==> src/rtl/core/ggbm_pkg.sv <==
// Shared types, widths and helper functions of the grouped grid block mapper.
// Used by the setup sequencer, the pipelined divider and the top level.
package ggbm_pkg;

  localparam int unsigned IdW      = 31;
  localparam int unsigned NcW      = 5;
  localparam int unsigned CfgW     = 16;
  localparam int unsigned CfgIdxW  = 3;
  localparam int unsigned MnW      = 32;
  localparam int unsigned GridW    = 48;
  localparam int unsigned DivNumW  = 37;
  localparam int unsigned DivDenW  = 32;
  localparam int unsigned SetDenW  = 37;
  localparam int unsigned SetCntW  = 6;

  typedef enum logic [CfgIdxW-1:0] {
    CfgNumChiplets = 3'd0,
    CfgGroupSize   = 3'd1,
    CfgBatchBlocks = 3'd2,
    CfgMTiles      = 3'd3,
    CfgNTiles      = 3'd4
  } cfg_idx_e;

  typedef struct packed {
    logic [NcW-1:0]  num_chiplets;
    logic [CfgW-1:0] group_size;
    logic [CfgW-1:0] batch_blocks;
    logic [CfgW-1:0] m_tiles;
    logic [CfgW-1:0] n_tiles;
  } cfg_t;

  typedef struct packed {
    logic              remap_on;
    logic [NcW-1:0]    nc;
    logic [CfgW-1:0]   gs;
    logic [CfgW-1:0]   m_tiles;
    logic [MnW-1:0]    mn;
    logic [GridW-1:0]  grid;
    logic [MnW-1:0]    chunk;
    logic [GridW-1:0]  limit;
    logic [MnW-1:0]    band_size;
  } derived_t;

  typedef struct packed {
    logic             oor;
    logic             remap_en;
    logic [IdW-1:0]   id;
    logic [NcW-1:0]   idnc;
    logic [MnW-1:0]   rem2;
    logic [CfgW-1:0]  g;
    logic [MnW-1:0]   r;
    logic [MnW-1:0]   rem4;
    logic [CfgW-1:0]  first_m;
  } side_t;

  typedef struct packed {
    logic [DivDenW-1:0] rem;
    logic [DivNumW-1:0] nq;
  } div_acc_t;

  // One restoring division step: shift in the next dividend bit and subtract if it fits.
  function automatic div_acc_t div_step(div_acc_t a, logic [DivDenW-1:0] den);
    logic [DivDenW:0] t;
    div_acc_t         r;
    t    = {a.rem, a.nq[DivNumW-1]};
    r.nq = {a.nq[DivNumW-2:0], 1'b0};
    if (t >= {1'b0, den}) begin
      r.rem   = DivDenW'(t - {1'b0, den});
      r.nq[0] = 1'b1;
    end else begin
      r.rem = t[DivDenW-1:0];
    end
    return r;
  endfunction

endpackage

==> src/rtl/core/ggbm_setup.sv <==
// Setup sequencer: derives grid, remap chunk, remap limit and band size from the
// configuration after every write, with one shared bit-serial divider. Uses ggbm_pkg.
module ggbm_setup import ggbm_pkg::*; (
  input  logic     clk_i,
  input  logic     rst_ni,
  input  logic     cfg_we_i,
  input  cfg_t     cfg_i,
  output derived_t drv_o,
  output logic     busy_o
);

  typedef enum logic [7:0] {
    SetIdle  = 8'b0000_0001,
    SetProd  = 8'b0000_0010,
    SetGrid  = 8'b0000_0100,
    SetPcDiv = 8'b0000_1000,
    SetChunk = 8'b0001_0000,
    SetSpan  = 8'b0010_0000,
    SetLDiv  = 8'b0100_0000,
    SetLim   = 8'b1000_0000
  } set_state_e;

  set_state_e           state_q, state_d;
  derived_t             drv_q, drv_d;
  logic [SetCntW-1:0]   cnt_q, cnt_d;
  logic [GridW-1:0]     dq_q, dq_d;
  logic [SetDenW-1:0]   dr_q, dr_d;
  logic [SetDenW-1:0]   dden_q, dden_d;
  logic [SetDenW:0]     trial;
  logic [GridW-1:0]     grid_prod;
  logic [GridW-1:0]     pc_min;
  logic [MnW-1:0]       gs_sq;
  logic [SetDenW-1:0]   span;

  assign trial     = {dr_q, dq_q[GridW-1]};
  assign grid_prod = GridW'(cfg_i.batch_blocks) * GridW'(drv_q.mn);
  assign pc_min    = (dq_q == '0) ? GridW'(1) : dq_q;
  assign gs_sq     = MnW'(drv_q.gs) * MnW'(drv_q.gs);
  assign span      = SetDenW'(drv_q.nc) * SetDenW'(drv_q.chunk);

  always_comb begin
    state_d = state_q;
    drv_d   = drv_q;
    cnt_d   = cnt_q;
    dq_d    = dq_q;
    dr_d    = dr_q;
    dden_d  = dden_q;
    unique case (state_q)
      SetIdle: ;
      SetProd: begin
        drv_d.remap_on  = cfg_i.num_chiplets > NcW'(1);
        drv_d.nc        = (cfg_i.num_chiplets == '0) ? NcW'(1) : cfg_i.num_chiplets;
        drv_d.gs        = (cfg_i.group_size == '0) ? CfgW'(1) : cfg_i.group_size;
        drv_d.m_tiles   = cfg_i.m_tiles;
        drv_d.mn        = MnW'(cfg_i.m_tiles) * MnW'(cfg_i.n_tiles);
        drv_d.band_size = MnW'(drv_d.gs) * MnW'(cfg_i.n_tiles);
        state_d         = SetGrid;
      end
      SetGrid: begin
        drv_d.grid = grid_prod;
        dq_d       = grid_prod;
        dr_d       = '0;
        dden_d     = SetDenW'(drv_q.nc);
        cnt_d      = SetCntW'(GridW - 1);
        state_d    = SetPcDiv;
      end
      SetPcDiv, SetLDiv: begin
        dq_d = {dq_q[GridW-2:0], 1'b0};
        if (trial >= {1'b0, dden_q}) begin
          dr_d     = SetDenW'(trial - {1'b0, dden_q});
          dq_d[0]  = 1'b1;
        end else begin
          dr_d = trial[SetDenW-1:0];
        end
        cnt_d = cnt_q - SetCntW'(1);
        if (cnt_q == '0) begin
          state_d = (state_q == SetPcDiv) ? SetChunk : SetLim;
        end
      end
      SetChunk: begin
        drv_d.chunk = (GridW'(gs_sq) < pc_min) ? gs_sq : pc_min[MnW-1:0];
        state_d     = SetSpan;
      end
      SetSpan: begin
        dq_d    = drv_q.grid;
        dr_d    = '0;
        dden_d  = span;
        cnt_d   = SetCntW'(GridW - 1);
        state_d = SetLDiv;
      end
      SetLim: begin
        drv_d.limit = drv_q.grid - GridW'(dr_q);
        state_d     = SetIdle;
      end
      default: state_d = SetIdle;
    endcase
    if (cfg_we_i) begin
      state_d = SetProd;
    end
  end

  always_ff @(posedge clk_i or negedge rst_ni) begin
    if (!rst_ni) begin
      state_q <= SetIdle;
      drv_q   <= '{remap_on: 1'b0, nc: NcW'(1), gs: CfgW'(1), m_tiles: CfgW'(1),
                   mn: MnW'(1), grid: GridW'(1), chunk: MnW'(1), limit: GridW'(1),
                   band_size: MnW'(1)};
      cnt_q   <= '0;
    end else begin
      state_q <= state_d;
      drv_q   <= drv_d;
      cnt_q   <= cnt_d;
    end
  end

  always_ff @(posedge clk_i) begin
    dq_q   <= dq_d;
    dr_q   <= dr_d;
    dden_q <= dden_d;
  end

  assign drv_o  = drv_q;
  assign busy_o = (state_q != SetIdle);

endmodule

==> config.mk <==
export PLATFORM = sky130hd
export DESIGN_NAME = ggbm_setup
export DESIGN_NICKNAME = d
export VERILOG_FILES = /design/src/rtl/core/ggbm_pkg.sv /design/src/rtl/core/ggbm_setup.sv
export SDC_FILE = /design/constraint.sdc
export NUM_CORES = 2
export LEC_CHECK = 0
export ABC_CLOCK_PERIOD_IN_PS = 11560
export BUFFER_PORTS_ARGS = -buffer_cell sky130_fd_sc_hd__buf_2
export CORE_ASPECT_RATIO = 2
export CORE_UTILIZATION = 45
export CTS_CLUSTER_DIAMETER = 40
export DETAILED_ROUTE_END_ITERATION = 10
export PLACE_DENSITY = 0.58
export SLEW_MARGIN = 40
export SYNTH_ARGS = -nofsm -noshare
export SYNTH_HDL_FRONTEND = slang
export SYNTH_SLANG_ARGS = --single-unit
==> constraint.sdc <==
create_clock -name clk_i -period 11.56 [get_ports clk_i]
set_clock_uncertainty 0.15 [all_clocks]
set_input_delay 1.734 -clock clk_i [delete_from_list [all_inputs] [get_ports clk_i]]
set_output_delay 1.734 -clock clk_i [all_outputs]
set_load 0.05 [all_outputs]
==> results_dict.tcl <==
set metrics [dict create \
    core_um2 140000 \
    dp_hpwl_um 157000 \
    ant_nets 0 \
    use_met1 0.283 \
    finalHoldViolations 0 \
    setup_tns_ps 0 \
    grt_pass1_vias 54500 \
    cts_tree "yes" \
    rows 194 \
    wirelength_um 197000 \
    yosys_register_bits 366 \
    viasPerCell 5.47 \
    synth.avg_cell_area_um2 8.80 \
    critPathKind "flip-flop to flip-flop" \
    cts-resized-gates 0 \
    numPortBuffers 302 \
    hold_path_end "drv_o[192]$_DFFE_PN1P_" \
    h-tree-depth 2 \
    die_w_um 268 \
    period_minus_slack_ps 9520 \
    netlist_area_um2 63600 \
    startpoint "drv_o[220]$_DFFE_PN0P_" \
    timing.fmax_mhz 105 \
    post_cts_buffers 0 \
    arrival_ps 9870 \
    clkLatencyLatePin_ps 690 \
    rr_worst_depth 36 \
    setup_violations 0 \
    cts-root-buf "clkbuf_16" \
    drt_pass1_iterations 5 \
    synth-seq-area-share 0.154 \
    drive_above_1_share 0.0695 \
    path_common_cell "a21o_1" \
    grt_remaining_overflow 0 \
    ys_async_sr_fraction 0.667 \
    timing.hold.ws_ps 314 \
    slew_headroom 0.399 \
    dr.first_iter.drc_count 2491 \
    max-cap-violations 0 \
    r2r_setup_slack_ps 2040 \
    status "complete, no violations" \
    synth_cells 7227 \
    crit_required_ps 11910 \
    nets 8982 \
    tightest_slew_ps 902 \
    rsz0062_at_grt "no" \
    clock-sinks 366 \
    grtUsageTotal 0.281 \
    clockBufferDepth 3 \
    vias 50200 \
    final_common_cell "nand2_1" \
    wire_per_inst_um 21.5 \
    worstReg2RegStart "drv_o[220]$_DFFE_PN0P_" \
    grt_first_pass_wirelength_um 305000 \
    ys_warn_count 0 \
    gr-max-usage-layer "met2" \
    initial_core_util 0.454 \
    hold_class "flip-flop to flip-flop" \
    synth_ff_type "dfrtp_1" \
    synthDistinctLibCells 92 \
    clkTransAtPathRegs_ps 60 \
    final_cell_mix "nand2_1 (1319), inv_1 (1296), fa_1 (1057)" \
    pin_count 303 \
    cp-start-kind "flip-flop" \
    final_max_slew_viol_count 0 \
    r2r-end "drv_o[87]$_DFFE_PN0P_" \
    critPathMaxStageDelay_ps 750 \
    grt_max_degree 96 \
    numCtsBuffers 53 \
    slowest_stage "dfrtp_1" \
    finalCritPeriodShare 0.823 \
    die_area_um2 143000 \
    synth_fp_nets 8940 \
    hold_depth 2 \
    syn_to_final_growth_pct 7.54 \
    drc 0 \
    met2_usage 0.533 \
    antenna_found_initial 9 \
    die_h_um 534 \
    hold_buffers 0 \
    synth_edf_count 122 \
    cp-end-kind "flip-flop" \
    place.gp.congestion 0.988 \
    worstHoldStart "drv_o[192]$_DFFE_PN1P_" \
    met3_usage 0.0364 \
    cp_max_fo 25 \
]
## through the flow
stage,instances,util,worst slack (ps),instance area [um2]
after floorplan,7227,-,2870,63600
after global placement,9073,0.474,1940,66400
after detailed placement,9075,0.474,2090,66400
after global routing,9177,0.488,1390,68400
final,9179,0.488,2040,68400
after CTS,9175,0.488,2030,68300
## cell type report
class	count	area (um2)
Tap cell	1862	2330
Sequential cell	366	9800
Fill cell	13800	71700
Timing Repair Buffer	334	1810
Inverter	1297	4870
Antenna cell	3	7.51
Multi-Input combinational cell	5217	47700
Clock buffer	67	1470
Clock inverter	33	435
## critical path, delay by kind of cell, from the launching register on
family                   cells  cell delay, ps
adder cells (fa/ha/maj)      8            3420
AO/OA/AOI/OAI               16            3290
buffers and inverters        6             940
flip-flops                   1             750
AND/OR/NAND/NOR              4             440
XOR/XNOR                     2             360
## flip-flops by register name, indices dropped and copies added (netlist names)
name and cells:
dr_q 37, state_q 8, dden_q 37, drv_o 230, cnt_q 6, dq_q 48
## how the worst max path moves through the flow
stage                             end  slack [ps]
6_report        drv_o[87]$_DFFE_PN0P_        2040
5_1_grt         drv_o[86]$_DFFE_PN0P_        1390
4_1_cts         drv_o[87]$_DFFE_PN0P_        2030
3_5_place_dp    drv_o[87]$_DFFE_PN0P_        2090
3_3_place_gp    drv_o[88]$_DFFE_PN0P_        1940
2_1_floorplan  drv_o[102]$_DFFE_PN0P_        2870
## metal layers
metal | share of wire | wire length (um)
met1 | 0.34 | 66200
met2 | 0.55 | 108000
met3 | 0.043 | 8510
met4 | 0.075 | 14900
met5 | 0.00029 | 58
## kinds of logic (layout without fill, tap and decap cells)
group | after synthesis | count (layout) | share of synthesized area
muxes | 15 | 15 | 0.00250
other | 0 | 3 | 0
xor gates and xnor gates | 247 | 247 | 0.0341
AOI/OAI and AO/OA | 1012 | 1012 | 0.100
buffers and inverters | 1644 | 1731 | 0.0974
DFF | 366 | 366 | 0.154
and+or+nand+nor | 2302 | 2302 | 0.165
adders and majority gates | 1641 | 1641 | 0.448
## Yosys cell counts (20+ instances only)
library cell	number	area share
a211oi_1	26	0.0031
a21o_1	147	0.017
a21oi_1	259	0.020
a22oi_1	49	0.0058
a31oi_1	26	0.0026
and2_1	432	0.042
and3_1	20	0.0020
clkbuf_1	331	0.020
dfrtp_1	235	0.092
edfxtp_1	122	0.058
fa_1	1057	0.33
ha_1	584	0.11
inv_1	1297	0.077
nand2_1	1320	0.078
nand2b_1	31	0.0030
nand3_1	44	0.0035
nand4_1	36	0.0035
nor2_1	246	0.015
nor2b_1	39	0.0038
nor3_1	41	0.0032
nor4_1	25	0.0025
o21ai_0	304	0.024
o21bai_1	37	0.0044
xnor2_1	153	0.021
xor2_1	93	0.013
Power is not shown: default switching activity piles up to over one toggle a cycle in this logic, so the estimate is an artifact.
